$ cat src/rtl/blhm_pkg.sv
// Shared types, constants and register map of the battery level monitor.
package blhm_pkg;

	localparam int ADC_W = 12;
	localparam int CV_W  = 9;
	localparam int LVL_W = 2;
	localparam int REG_W = 9;
	localparam int IDX_W = 3;

	localparam int BLOCK_SAMPLES_DEF = 16;

	// Voltage scale: centivolts = mean * SCALE_NUM / 2**SCALE_SHIFT
	localparam int SCALE_SHIFT = 12;
	localparam logic [CV_W-1:0] SCALE_NUM = 9'd450;
	localparam logic [CV_W-1:0] MAX_CV    = 9'd449;

	typedef enum logic [LVL_W-1:0] {
		LVL_HIGH    = 2'd0,
		LVL_OK      = 2'd1,
		LVL_LOW     = 2'd2,
		LVL_VERYLOW = 2'd3
	} level_t;

	// Register indexes
	localparam logic [IDX_W-1:0] REG_HIGH_EXIT    = 3'd0;
	localparam logic [IDX_W-1:0] REG_OK_RISE      = 3'd1;
	localparam logic [IDX_W-1:0] REG_OK_FALL      = 3'd2;
	localparam logic [IDX_W-1:0] REG_LOW_RISE     = 3'd3;
	localparam logic [IDX_W-1:0] REG_LOW_FALL     = 3'd4;
	localparam logic [IDX_W-1:0] REG_VERYLOW_RISE = 3'd5;

	// Reset values in centivolts
	localparam logic [REG_W-1:0] RST_HIGH_EXIT    = 9'd380;
	localparam logic [REG_W-1:0] RST_OK_RISE      = 9'd390;
	localparam logic [REG_W-1:0] RST_OK_FALL      = 9'd340;
	localparam logic [REG_W-1:0] RST_LOW_RISE     = 9'd350;
	localparam logic [REG_W-1:0] RST_LOW_FALL     = 9'd300;
	localparam logic [REG_W-1:0] RST_VERYLOW_RISE = 9'd310;

	typedef struct packed {
		logic [REG_W-1:0] high_exit;
		logic [REG_W-1:0] ok_rise;
		logic [REG_W-1:0] ok_fall;
		logic [REG_W-1:0] low_rise;
		logic [REG_W-1:0] low_fall;
		logic [REG_W-1:0] verylow_rise;
	} thr_t;

	// Block mean handed from the accumulator to the classifier
	typedef struct packed {
		logic             valid;
		logic [ADC_W-1:0] mean;
	} mean_xfer_t;

endpackage

$ cat src/rtl/blhm_cfg.sv
// Threshold register file of the battery level monitor.
module blhm_cfg (
	input  logic                      clk,
	input  logic                      arst_n,
	input  logic                      cfg_we,
	input  logic [blhm_pkg::IDX_W-1:0] cfg_index,
	input  logic [blhm_pkg::REG_W-1:0] cfg_data,
	output blhm_pkg::thr_t            thr
);
	import blhm_pkg::*;

	thr_t thr_q;

	always_ff @(posedge clk or negedge arst_n) begin
		if (!arst_n) begin
			thr_q.high_exit    <= RST_HIGH_EXIT;
			thr_q.ok_rise      <= RST_OK_RISE;
			thr_q.ok_fall      <= RST_OK_FALL;
			thr_q.low_rise     <= RST_LOW_RISE;
			thr_q.low_fall     <= RST_LOW_FALL;
			thr_q.verylow_rise <= RST_VERYLOW_RISE;
		end else if (cfg_we) begin
			unique case (cfg_index)
				REG_HIGH_EXIT:    thr_q.high_exit    <= cfg_data;
				REG_OK_RISE:      thr_q.ok_rise      <= cfg_data;
				REG_OK_FALL:      thr_q.ok_fall      <= cfg_data;
				REG_LOW_RISE:     thr_q.low_rise     <= cfg_data;
				REG_LOW_FALL:     thr_q.low_fall     <= cfg_data;
				REG_VERYLOW_RISE: thr_q.verylow_rise <= cfg_data;
				default: ;
			endcase
		end
	end

	assign thr = thr_q;

endmodule

$ cat src/rtl/blhm_accum.sv
// Sample accumulator and block mean stage of the battery level monitor.
module blhm_accum #(
	parameter int BLOCK_SAMPLES = blhm_pkg::BLOCK_SAMPLES_DEF
) (
	input  logic                       clk,
	input  logic                       arst_n,
	input  logic                       sample_valid,
	output logic                       sample_stall,
	input  logic [blhm_pkg::ADC_W-1:0] adc_sample,
	output blhm_pkg::mean_xfer_t       mean_out,
	input  logic                       mean_take
);
	import blhm_pkg::*;

	localparam int CNT_W   = $clog2(BLOCK_SAMPLES);
	localparam int SUM_W   = ADC_W + CNT_W;
	// Exact floor division by reciprocal: shift K, multiplier ceil(2**K / N)
	localparam int RCP_SH  = SUM_W + CNT_W;
	localparam int RCP_W   = SUM_W + 1;
	localparam int PROD_W  = SUM_W + RCP_W;
	localparam longint unsigned RCP_L =
		((longint'(1) << RCP_SH) + longint'(BLOCK_SAMPLES) - 1) / longint'(BLOCK_SAMPLES);
	localparam logic [RCP_W-1:0] RCP = RCP_W'(RCP_L);
	localparam logic [CNT_W-1:0] LAST_CNT = CNT_W'(BLOCK_SAMPLES - 1);

	logic [CNT_W-1:0]  count_q;
	logic [SUM_W-1:0]  sum_q;
	logic [SUM_W-1:0]  sum_next;
	logic              blk_last;
	logic              accept;
	logic              v_s1;
	logic [SUM_W-1:0]  sum_s1;
	logic              v_s2;
	logic [ADC_W-1:0]  mean_s2;
	logic              take_s1;
	logic              take_s2;
	logic [PROD_W-1:0] prod;

	assign sum_next = sum_q + SUM_W'(adc_sample);
	assign blk_last = (count_q == LAST_CNT);
	assign take_s2  = !v_s2 || mean_take;
	assign take_s1  = !v_s1 || take_s2;
	// Hold off only the sample that closes a block when no stage can take it
	assign sample_stall = blk_last && !take_s1;
	assign accept   = sample_valid && !sample_stall;
	assign prod     = PROD_W'(sum_s1) * PROD_W'(RCP);

	always_ff @(posedge clk or negedge arst_n) begin
		if (!arst_n) begin
			count_q <= '0;
			sum_q   <= '0;
			v_s1    <= 1'b0;
			v_s2    <= 1'b0;
		end else begin
			if (accept) begin
				if (blk_last) begin
					count_q <= '0;
					sum_q   <= '0;
				end else begin
					count_q <= count_q + 1'b1;
					sum_q   <= sum_next;
				end
			end
			if (take_s1)
				v_s1 <= accept && blk_last;
			if (take_s2)
				v_s2 <= v_s1;
		end
	end

	always_ff @(posedge clk) begin
		if (take_s1 && accept && blk_last)
			sum_s1 <= sum_next;
		if (take_s2 && v_s1)
			mean_s2 <= prod[RCP_SH +: ADC_W];
	end

	assign mean_out.valid = v_s2;
	assign mean_out.mean  = mean_s2;

endmodule

$ cat src/rtl/blhm_classify.sv
// Voltage scaling, hysteresis level update and result register.
module blhm_classify (
	input  logic                       clk,
	input  logic                       arst_n,
	input  blhm_pkg::mean_xfer_t       mean_in,
	output logic                       mean_take,
	input  blhm_pkg::thr_t             thr,
	output logic                       result_valid,
	input  logic                       result_stall,
	output logic [blhm_pkg::LVL_W-1:0] battery_level,
	output logic [blhm_pkg::CV_W-1:0]  voltage_centivolts
);
	import blhm_pkg::*;

	localparam int SPROD_W = ADC_W + CV_W;

	level_t              level_q;
	level_t              level_next;
	logic                result_valid_q;
	logic [LVL_W-1:0]    battery_level_q;
	logic [CV_W-1:0]     voltage_q;
	logic [SPROD_W-1:0]  sprod;
	logic [CV_W-1:0]     volts;
	logic                load;

	assign sprod = SPROD_W'(mean_in.mean) * SPROD_W'(SCALE_NUM);
	assign volts = sprod[SCALE_SHIFT +: CV_W];

	// Downward check comes last in ok and low, so it wins when both hold
	always_comb begin
		level_next = level_q;
		unique case (level_q)
			LVL_HIGH: begin
				if (volts < thr.high_exit) level_next = LVL_OK;
			end
			LVL_OK: begin
				if (volts > thr.ok_rise) level_next = LVL_HIGH;
				if (volts < thr.ok_fall) level_next = LVL_LOW;
			end
			LVL_LOW: begin
				if (volts > thr.low_rise) level_next = LVL_OK;
				if (volts < thr.low_fall) level_next = LVL_VERYLOW;
			end
			LVL_VERYLOW: begin
				if (volts > thr.verylow_rise) level_next = LVL_LOW;
			end
			default: level_next = level_q;
		endcase
	end

	assign mean_take = !result_valid_q || !result_stall;
	assign load      = mean_in.valid && mean_take;

	always_ff @(posedge clk or negedge arst_n) begin
		if (!arst_n) begin
			level_q        <= LVL_OK;
			result_valid_q <= 1'b0;
		end else begin
			if (load) begin
				level_q        <= level_next;
				result_valid_q <= 1'b1;
			end else if (!result_stall) begin
				result_valid_q <= 1'b0;
			end
		end
	end

	always_ff @(posedge clk) begin
		if (load) begin
			battery_level_q <= level_next;
			voltage_q       <= volts;
		end
	end

	assign result_valid       = result_valid_q;
	assign battery_level      = battery_level_q;
	assign voltage_centivolts = voltage_q;

endmodule

$ cat src/rtl/battery_level_hysteresis_monitor_core.sv
// Battery level monitor: takes one ADC sample per cycle on the sample channel while
// sample_stall is low and sums BLOCK_SAMPLES of them. The sample that closes a block
// reaches the result register through the sum register, loaded at the edge that
// accepts it, then the reciprocal-multiply mean stage, then the scale and hysteresis
// stage. One result per block comes out as voltage in centivolts (mean * 450 / 4096)
// with the new level (0 high, 1 ok, 2 low, 3 very low). Level starts at ok after
// reset; each block moves it by at most one step. Samples that do not close a block
// are always taken; the closing sample waits only while the result register is held
// by result_stall and both internal stages are occupied. Threshold registers 0..5
// (centivolts) are written on cfg_we and should change only while idle.
module battery_level_hysteresis_monitor_core #(
	parameter int BLOCK_SAMPLES = blhm_pkg::BLOCK_SAMPLES_DEF
) (
	input  logic                        clk,
	input  logic                        arst_n,
	input  logic                        sample_valid,
	output logic                        sample_stall,
	input  logic [blhm_pkg::ADC_W-1:0]  adc_sample,
	output logic                        result_valid,
	input  logic                        result_stall,
	output logic [blhm_pkg::LVL_W-1:0]  battery_level,
	output logic [blhm_pkg::CV_W-1:0]   voltage_centivolts,
	input  logic                        cfg_we,
	input  logic [blhm_pkg::IDX_W-1:0]  cfg_index,
	input  logic [blhm_pkg::REG_W-1:0]  cfg_data
);
	import blhm_pkg::*;

	thr_t       thr;
	mean_xfer_t mean_xfer;
	logic       mean_take;

	blhm_cfg u_cfg (
		.clk       (clk),
		.arst_n    (arst_n),
		.cfg_we    (cfg_we),
		.cfg_index (cfg_index),
		.cfg_data  (cfg_data),
		.thr       (thr)
	);

	blhm_accum #(
		.BLOCK_SAMPLES (BLOCK_SAMPLES)
	) u_accum (
		.clk          (clk),
		.arst_n       (arst_n),
		.sample_valid (sample_valid),
		.sample_stall (sample_stall),
		.adc_sample   (adc_sample),
		.mean_out     (mean_xfer),
		.mean_take    (mean_take)
	);

	blhm_classify u_classify (
		.clk                (clk),
		.arst_n             (arst_n),
		.mean_in            (mean_xfer),
		.mean_take          (mean_take),
		.thr                (thr),
		.result_valid       (result_valid),
		.result_stall       (result_stall),
		.battery_level      (battery_level),
		.voltage_centivolts (voltage_centivolts)
	);

endmodule

$ cat config.mk
export PLATFORM = sky130hd
export DESIGN_NAME = battery_level_hysteresis_monitor_core
export DESIGN_NICKNAME = d
export VERILOG_FILES = /design/src/rtl/blhm_pkg.sv /design/src/rtl/blhm_cfg.sv /design/src/rtl/blhm_accum.sv /design/src/rtl/blhm_classify.sv /design/src/rtl/battery_level_hysteresis_monitor_core.sv
export SDC_FILE = /design/constraint.sdc
export NUM_CORES = 1
export LEC_CHECK = 0
export BUFFER_PORTS_ARGS = -buffer_cell sky130_fd_sc_hd__buf_2
export CAP_MARGIN = 20
export CORE_MARGIN = 1.5
export CORE_UTILIZATION = 35
export CTS_BUF_LIST = sky130_fd_sc_hd__clkbuf_8
export CTS_CLUSTER_SIZE = 28
export DETAILED_ROUTE_END_ITERATION = 8
export SYNTH_ARGS = -nofsm -noshare
export SYNTH_HDL_FRONTEND = slang
export SYNTH_SLANG_ARGS = --single-unit
$ cat constraint.sdc
create_clock -name clk -period 5.4 [get_ports clk]
set_clock_uncertainty 0.05 [all_clocks]
set_input_delay 0.27 -clock clk [delete_from_list [all_inputs] [get_ports clk]]
set_output_delay 0.27 -clock clk [all_outputs]
set_load 0.02 [all_outputs]
==> run summary, run 1 <==
Primary FF master, synth = dfrtp_1
Yosys cell types = 54
Worst-Skew Late Latency = 0.44 ns
antenna violations before repair = 0
ANT cells = 0
DRC = 0
Initial DRC Count = 275
via count of the routed design = 5182
Nets = 916
worst r2r path cells = 25
final setup fails = 4
Setup CP Type = reg2reg
Worst Setup Start Kind = flip-flop
Routed wire per std cell = 15.65 um
HPWL Detailed = 11770 um
Tcrit/Tclk final = 101.7%
RR Startpoint = u_accum.mean_s2[2]$_DFFE_PP_
sequential share of the synthesized area = 42.32%
max cap viols = 0
Leak = 3.967 nW
Non-Filler Instances = 1044
Clock Sinks = 114
worst vdd ir = 0.1766 mV
CP max FO = 4
number of enable flip-flop cells after synthesis = 35
TritonCTS clock tree = yes
synthesized area per cell = 10.79 sq um
Die Width = 146.9 um
Max Freq = 0.1821 GHz
dpl cells = 1006
synth warn = 0
H-tree depth = 4
Worst R2R Setup Slack = -0.09 ns
CORE AREA = 20230 sq um
Slew HR = 34.82%
Synth Register Bits = 114
failing checks = setup timing
Die Ht = 146.9 um
Slew @ Worst Pin = 0.9757 ns
Layout area overhead = 22.61%
RSZ-0062 raised after global routing = true
CTS buffer count = 17
gr ovfl total = 0
CP startpoint = u_accum.mean_s2[2]$_DFFE_PP_
gpl congestion = 0.8122
Hold Path Class = in2reg
die area = 21570 sq um
top cell type's share of synthesized area = 19.00%
fin crit period = 5.491 ns
Mapped Nets = 826
Clock Tree Root = clkbuf_8
register clock-pin slew on the reported worst setup and hold paths = 0.08 ns
Ports = 42
Pwr Density = 442.7 nW/um^2
outcome = finished with violations
critical path endpoint category = flip-flop
drt via density = 4.964
port bufs = 41
Max Transition Viols Final = 0
FF-to-FF End = u_classify.level_q[1]$_DFFE_PN0P_
Initial Utilization = 35.80%
final hold vios = 0
Mapped Cells = 671
WP data arrival = 5.74 ns
area leader, netlist = ha_1
Final Util = 43.89%
CTS Buffer Depth = 2
first-pass GRT wire length = 26540 um
post-route setup slack = -0.09081 ns
synthesized area = 7243 sq um
vias in the first global route = 5222
Global Route Usage Sum = 15.84%
Post-DRT Antenna Nets = 0
dpl ws = -0.3820 ns
layout cells sized above 1 = 28.42%
largest net degree at the start of global routing = 42
Worst EP required = 5.65 ns
number of iterations in the first detailed-routing pass = 5
crit path to = u_classify.level_q[1]$_DFFE_PN0P_
drt total wl = 16330 um
top post-synthesis cells by area = ha_1 19%, dfrtp_1 17%, edfxtp_1 15%
Power Total = 3.932 mW
Synth async-reset ratio = 69.30%
Cell Rows = 52
where the power goes:
part	leakage [nW]	internal (mW)	switching, mW
Combinational	2.52	0.810	0.992
Clock	0.213	0.499	0.362
Sequential	1.24	1.16	0.108
Total	3.97	2.47	1.46
cell usage after synthesis, types with 2 or more instances:
master / n
o22ai_1: 2
o31a_1: 2
nor2b_1: 12
a211oi_1: 3
nand4_1: 6
a211o_1: 3
mux2_2: 23
o211ai_1: 4
a22o_1: 10
a31oi_1: 8
nand2b_1: 8
dfrtp_1: 49
nor2_1: 27
xor2_1: 7
nand2_1: 56
o31ai_1: 2
o21ai_0: 57
edfxtp_1: 35
nor3_1: 8
nand4b_1: 2
or3_1: 3
nor3b_1: 2
xnor2_1: 17
a21o_1: 5
nand3_1: 15
and2_1: 2
ha_1: 110
a221oi_1: 3
inv_1: 77
o21a_1: 9
and3_1: 8
dfstp_2: 30
a22oi_1: 2
fa_1: 16
or2_2: 2
a21oi_1: 19
clkbuf_1: 10
cells in the final DEF, fill, tap and decap left out, drive strengths merged, types with 8 or more instances in the layout:
| cell | count |
|---|---|
| ha | 110 |
| buf | 80 |
| inv | 79 |
| o21ai | 57 |
| nand2 | 56 |
| dfrtp | 49 |
| edfxtp | 35 |
| dfstp | 30 |
| nor2 | 27 |
| mux2 | 23 |
| a21oi | 20 |
| clkbuf | 17 |
| xnor2 | 17 |
| fa | 16 |
| nand3 | 15 |
| nor2b | 12 |
| a22o | 10 |
| o21a | 9 |
| a31oi | 9 |
| and3 | 8 |
| nand2b | 8 |
| nor3 | 8 |
layout make-up:
| cell class | count | area (sq um) |
|---|---|---|
| clock buffer | 17 | 234.0 |
| clock inverter | 15 | 192.7 |
| fill | 1923 | 11350 |
| inverter | 78 | 292.8 |
| multi-input combinational | 469 | 4213 |
| sequential | 114 | 3065 |
| tap | 270 | 337.8 |
| timing repair buffer | 81 | 545.5 |
repair_timing:
item / CTS / global route
pin swaps: 11 / 30
buffers inserted: 3 / 2
gates resized for setup: 9 / 51
hold buffers: 1 / 0
setup endpoints to repair: 4 / 4
endpoints found under the hold margin: 17 / 0
gates cloned: 0 / 0
per-layer routing:
| layer | part of all wire (%) | up-vias | GRT usage (%) | wire (um) |
|---|---|---|---|---|
| met5 | 0 | - | 0 | 0 |
| met4 | 2.3 | 0 | 6.515 | 372 |
| met3 | 4.2 | 27 | 2.857 | 680 |
| met2 | 48 | 91 | 25.87 | 7811 |
| met1 | 46 | 2502 | 20.75 | 7470 |
| li1 | - | 2562 | - | - |
cells by family (layout without fill, tap and decap cells):
| kind of cell | count (synthesis) | after routing | share of synthesized area [%] |
|---|---|---|---|
| compound gates | 139 | 139 | 12.59 |
| xor+xnor | 24 | 24 | 2.902 |
| fa+ha+maj | 126 | 126 | 23.42 |
| buf+inv | 88 | 191 | 4.560 |
| flops | 114 | 114 | 42.32 |
| mux | 23 | 23 | 3.576 |
| simple gates | 157 | 157 | 10.62 |
worst min path at each step:
stage / depth (start not counted) / end / start / slack [ns]
after floorplan: 0 / u_accum.count_q[0]$_DFFE_PN0P_ / arst_n / -0.08
after global placement: 1 / u_cfg.thr[18]$_DFFE_PN0P_ / arst_n / 0.25
after detailed placement: 1 / u_cfg.thr[18]$_DFFE_PN0P_ / arst_n / 0.24
after CTS: 3 / u_classify.result_valid$_DFFE_PN0P_ / result_stall / 0.05
after global routing: 3 / u_classify.result_valid$_DFFE_PN0P_ / result_stall / 0.05
final: 3 / u_classify.result_valid$_DFFE_PN0P_ / result_stall / 0.06
worst max-delay path, stage by stage, from the launching register on:
cell and delay, ns:
edfxtp_1 0.37, inv_2 0.06, fa_1 0.54, inv_2 0.05
ha_4 0.23, fa_1 0.45, ha_1 0.30, ha_1 0.30
and4_4 0.16, a221oi_4 0.31, a221oi_2 0.10, o41a_1 0.42
buf_6 0.14, a21oi_4 0.20, o21bai_4 0.10, xnor2_2 0.13
buf_6 0.15, buf_12 0.14, ha_4 0.28, nand2_4 0.06
o21ai_4 0.14, o31ai_4 0.09, a31oi_4 0.18, a21o_1 0.18
buf_4 0.12, o211ai_1 0.08
metrics by stage:
stage               TNS [ns]  hold WS [ns]  instance area (sq um)
floorplan                  0      -0.07559                   7282
CTS                  -0.1001       0.05129                   8574
detailed placement    -1.344        0.2405                   8058
finish               -0.2898       0.06487                   8881
global route          -1.104       0.04638                   8881
global placement      -1.020        0.2469                   8058
flip-flops by register name, summed over array words and instances, names as in the netlist:
name	flops
u_cfg.thr	54
u_classify.battery_level	2
u_classify.voltage_centivolts	9
u_accum.sum_s1	12
u_classify.result_valid	1
u_accum.count_q	4
u_accum.mean_s2	12
u_accum.sum_q	16
u_classify.level_q	2
u_accum.v_s2	1
u_accum.v_s1	1
No activity file was read; power rests on OpenSTA's default activity.
==> run 2, diff against run 1 <==
SYNTH_HIERARCHICAL = 1   (was not set)
==> run summary, run 2 <==
outcome = finished clean
Leak = 4.091 nW
Layout area overhead = 19.71%
RR Startpoint = u_accum/mean_s2[2]$_DFFE_PP_
Initial DRC Count = 237
WHS = 0.05609 ns
register clock-pin slew on the reported worst setup and hold paths = 0.08 ns
number of flip-flops in the largest register = 54
Nets = 921
CTS Buffer Depth = 2
gpl congestion = 0.8146
Synth Register Bits = 114
Hold Path Class = in2reg
placed cell area = 8363 sq um
critical path endpoint category = flip-flop
Routed wire per std cell = 15.94 um
Max Transition Viols Final = 0
Tcrit/Tclk final = 97.48%
list of most frequent post-synthesis cells = 110 x ha_1, 79 x inv_1, 55 x mux2_2
Yosys cell types = 69
Clock Tree Root = clkbuf_8
number of enable flip-flop cells after synthesis = 35
largest net degree at the start of global routing = 48
commonest non-fill, non-tap cell in the layout = ha_1
Primary FF master, synth = dfrtp_1
Ports = 42
synthesized area per cell = 11.14 sq um
Max Freq = 0.1900 GHz
synthesized area = 7650 sq um
worst vdd ir = 0.2449 mV
port bufs = 41
hold_sp = sample_valid
TritonCTS clock tree = yes
final setup fails = 0
top post-synthesis cells by area = ha_1 18%, dfrtp_1 16%, edfxtp_1 14%
max cap viols = 0
gr ovfl total = 0
Initial Utilization = 36.05%
drt via density = 5.122
CORE AREA = 21220 sq um
RSZ-0062 raised after global routing = true
Worst Setup Start Kind = flip-flop
drt total wl = 16810 um
vias in the first global route = 5214
Worst EP required = 5.54 ns
Cell Rows = 53
ANT cells = 0
first-pass GRT wire length = 26870 um
Mapped Cells = 687
CP max FO = 4
area leader, netlist = ha_1
Die Ht = 150.8 um
H-tree depth = 4
via count of the routed design = 5399
CTS buffer count = 17
final hold vios = 0
fin crit period = 5.264 ns
WP data arrival = 5.41 ns
antenna violations before repair = 0
HPWL Detailed = 12200 um
most used cells in the layout excluding fill and tap cells = 100 x ha_1, 78 x inv_1, 55 x mux2_2
Pwr Density = 501.0 nW/um^2
worst r2r path cells = 21
design area = 9158 sq um
layout cells sized above 1 = 31.32%
Slew HR = 33.51%
Synth async-reset ratio = 69.30%
Worst-Skew Late Latency = 0.45 ns
Setup CP Type = reg2reg
Clock Sinks = 114
synth warn = 6
Slew @ Worst Pin = 0.9938 ns
Die Width = 150.8 um
sequential share of the synthesized area = 40.07%
worst hold stages = 3
Mapped Nets = 842
number of iterations in the first detailed-routing pass = 4
Global Route Usage Sum = 15.55%
die area = 22750 sq um
Post-DRT Antenna Nets = 0
count leader, synth = ha_1
Worst R2R Setup Slack = 0.14 ns
top cell type's share of synthesized area = 17.99%
DRC = 0
Hold Path End = u_accum/sum_q[2]$_DFFE_PN0N_
FF-to-FF End = u_classify/battery_level[0]$_DFFE_PP_
[run 2: layout make-up]
type / instances / area [sq um]
Fill cell: 2019 / 12060
Multi-Input combinational cell: 479 / 4559
Clock buffer: 18 / 247.7
Tap cell: 275 / 344.1
Timing Repair Buffer: 74 / 469.2
Sequential cell: 114 / 3065
Clock inverter: 14 / 171.4
Inverter: 80 / 300.3
[run 2: critical path, stage by stage (launching register included)]
cell and delay (ns):
edfxtp_1 0.36, inv_2 0.06, fa_1 0.54, inv_2 0.05, ha_4 0.26, fa_1 0.44
ha_4 0.30, ha_4 0.19, buf_4 0.13, a311o_2 0.43, o2111ai_4 0.24, a31oi_4 0.13
or4_4 0.55, nand3_4 0.11, buf_6 0.13, ha_1 0.26, a21oi_2 0.16, o21ai_2 0.10
nor2_1 0.12, a31oi_2 0.14, a31oi_4 0.21, o21ai_1 0.08
[run 2: repair_timing]
action,4_1_cts,5_1_grt
setup endpoints to repair,4,4
hold buffers,1,0
endpoints found under the hold margin,15,0
pin swaps,9,34
buffers inserted,1,3
resized for setup,18,39
[run 2: per-stage QoR]
stage | setup slack, ns | util, % | total power, mW | TNS [ns] | instances
2_1_floorplan | 0.05691 | - | 2.853 | 0 | 687
3_3_place_gp | -0.07622 | 39.41 | 3.440 | -0.2097 | 1016
3_5_place_dp | -0.1782 | 39.41 | 3.468 | -0.5269 | 1016
4_1_cts | -0.02598 | 41.93 | 4.434 | -0.04329 | 1050
5_1_grt | -0.08836 | 43.15 | 4.974 | -0.2908 | 1054
6_report | 0.1361 | 43.15 | 4.588 | 0 | 1054
[run 2: logic make-up (layout without fill, tap and decap cells)]
kind of cell             count (synthesis)  in the layout  share of synthesized area, %
buffers and inverters                   94            186                         4.825
AO/OA/AOI/OAI                          134            134                         12.28
flip-flops                             114            114                         40.07
AND/OR/NAND/NOR                        143            143                         10.14
adder cells (fa/ha/maj)                126            126                         22.18
multiplexers                            55             55                         8.096
XOR/XNOR                                21             21                         2.404
[run 2: how the worst max path moves through the flow]
stage                            startpoint                                     to  slack (ns)
5_1_grt        u_accum/mean_s2[4]$_DFFE_PP_      u_classify/level_q[0]$_DFFE_PN1P_       -0.09
4_1_cts        u_accum/mean_s2[1]$_DFFE_PP_  u_classify/battery_level[0]$_DFFE_PP_       -0.03
3_3_place_gp   u_accum/mean_s2[2]$_DFFE_PP_  u_classify/battery_level[0]$_DFFE_PP_       -0.08
6_report       u_accum/mean_s2[2]$_DFFE_PP_  u_classify/battery_level[0]$_DFFE_PP_        0.14
2_1_floorplan  u_accum/mean_s2[2]$_DFFE_PP_      u_classify/level_q[0]$_DFFE_PN1P_        0.06
3_5_place_dp   u_accum/mean_s2[2]$_DFFE_PP_      u_classify/level_q[0]$_DFFE_PN1P_       -0.18
[run 2: layer usage]
metal	part of all wire, %	up-vias	GRT usage, %
li1	-	2662	-
met3	2.8	19	3.042
met1	49	2637	21.16
met4	1.5	0	5.583
met2	46	81	24.59
met5	0	-	0
[run 2: where the power goes]
group          total, mW  internal, mW  switching, mW
Sequential          1.30          1.17          0.131
Clock              0.862         0.505          0.357
Combinational       2.43          1.09           1.34
==> run 3, diff against run 2 <==
CORE_UTILIZATION = 58   (was 35)
PLACE_DENSITY = 0.79   (was not set)
==> run summary, run 3 (synthesized netlist as in run 2, its figures left out) <==
outcome = finished with violations
failing checks = setup timing
post-route setup slack = -0.08777 ns
Clock Sinks = 114
ANT cells = 0
antenna violations before repair = 0
WP data arrival = 5.79 ns
commonest non-fill, non-tap cell in the layout = ha_1
WHS = 0.07817 ns
dpl ws = -0.3806 ns
port bufs = 41
largest net degree at the start of global routing = 80
number of iterations in the first detailed-routing pass = 5
Nets = 930
fin crit period = 5.488 ns
Slew HR = 34.46%
gr ovfl total = 0
drt via density = 6.065
Max Freq = 0.1822 GHz
Post-DRT Antenna Nets = 0
CORE AREA = 12720 sq um
most used cells in the layout excluding fill and tap cells = 98 x ha_1, 82 x inv_1, 55 x mux2_2
worst vdd ir = 0.2957 mV
Non-Filler Instances = 960
Routed wire per std cell = 19.15 um
Ports = 42
gpl congestion = 0.9807
metal3 WL = 1002 um
layout cells sized above 1 = 32.61%
Power Total = 4.837 mW
Setup CP Type = reg2reg
Tcrit/Tclk final = 101.6%
FF/Latch Area = 3065 sq um
most frequent CP cell = ha_1
Leak = 4.164 nW
register clock-pin slew on the reported worst setup and hold paths = 0.07 ns
highest routed layer = met4
placed cell area = 8218 sq um
Global Route Usage Sum = 25.86%
final hold vios = 0
max cap viols = 0
crit-path cells = inv_1 > buf_4 > fa_1 > inv_1 > ha_1 > fa_1 > ha_1 > ha_1 > o21ai_0 > a21oi_2 > o2111ai_4 > a31oi_4 > buf_4 > xor2_4 > buf_12 > ha_4 > a211o_1 > o221ai_1 > a21oi_1 > o31ai_2 > a31oi_1 > o31ai_1
Worst-Skew Late Latency = 0.44 ns
Total Negative Setup Slacks = -0.09603 ns
Cell Rows = 41
CP max FO = 5
Hold Path Class = in2reg
via count of the routed design = 5822
die area = 13890 sq um
CP max-delay cell = fa_1
final setup fails = 2
Layout area overhead = 20.38%
vias in the first global route = 5798
Slew @ Worst Pin = 0.9795 ns
Clock Tree Root = clkbuf_8
drt total wl = 18380 um
Final Util = 72.38%
metal1 wirelength = 7911 um
slowest cell delay on critical path = 0.55 ns
Die Width = 117.8 um
Max Transition Viols Final = 0
DRC = 0
RSZ-0062 raised after global routing = true
TritonCTS clock tree = yes
dpl cells = 912
Initial DRC Count = 489
HPWL Detailed = 12600 um
Initial Utilization = 60.13%
first-pass GRT wire length = 28180 um
Worst EP required = 5.70 ns
area of the multi-input gates = 4666 sq um
CTS Buffer Depth = 2
Die Ht = 117.8 um
H-tree depth = 4
critical path endpoint category = flip-flop
CTS buffer count = 17
number of flip-flops in the largest register = 54
design area = 9209 sq um
Fillers = 857
met2 wire length = 9027 um
Worst Setup Start Kind = flip-flop
Pwr Density = 525.2 nW/um^2
## run 3: worst paths after layout
kind / cells after the start / start / slack, ns / to
worst max-delay path: 22 / u_accum/mean_s2[4]$_DFFE_PP_ / -0.09 / u_classify/level_q[0]$_DFFE_PN1P_
worst min-delay path: 3 / sample_valid / 0.08 / u_accum/count_q[3]$_DFFE_PN0N_
worst max register to register: 22 / u_accum/mean_s2[4]$_DFFE_PP_ / -0.09 / u_classify/level_q[0]$_DFFE_PN1P_
worst min register to register: 0 / u_accum/sum_s1[8]$_DFFE_PP_ / 0.38 / u_accum/mean_s2[4]$_DFFE_PP_
max in group asynchronous: 3 / arst_n / 4.39 / u_cfg/thr[11]$_DFFE_PN1P_
min in group asynchronous: 2 / arst_n / 0.28 / u_cfg/thr[0]$_DFFE_PN0P_
## run 3: power by group
part | internal, mW | switching (mW) | total (mW)
logic | 1.22 | 1.53 | 2.75
registers | 1.17 | 0.137 | 1.30
clock network | 0.447 | 0.332 | 0.779
total | 2.84 | 2.00 | 4.84
## run 3: critical path: cells and delay by family (launching register included)
| family | cells | cell delay [ns] |
|---|---|---|
| adder cells (fa/ha/maj) | 6 | 2.16 |
| AO/OA/AOI/OAI | 10 | 2.10 |
| buffers and inverters | 5 | 0.60 |
| flip-flops | 1 | 0.31 |
| XOR/XNOR | 1 | 0.18 |
## run 3: area by class of cell
class / count / area share (%)
Clock inverter: 11 / 1.073
Clock buffer: 21 / 3.139
Timing Repair Buffer: 83 / 6.236
Tap cell: 172 / 2.337
Sequential cell: 114 / 33.29
Inverter: 80 / 3.261
Multi-Input combinational cell: 479 / 50.67
## run 3: per-layer routing
layer  vias to the layer above  track usage, %
met5                         -               0
met4                         0           9.375
met3                        43           6.056
met2                       196           42.58
met1                      2898           33.47
li1                       2685               -
## run 3: what timing repair did
item                                    4_1_cts  5_1_grt
gates cloned                                  0        0
resized for setup                            29       41
endpoints found under the hold margin        49        0
endpoints found under the setup margin        4        4
buffers inserted                              6        7
hold buffers                                  1        0
pin swaps                                    19       29
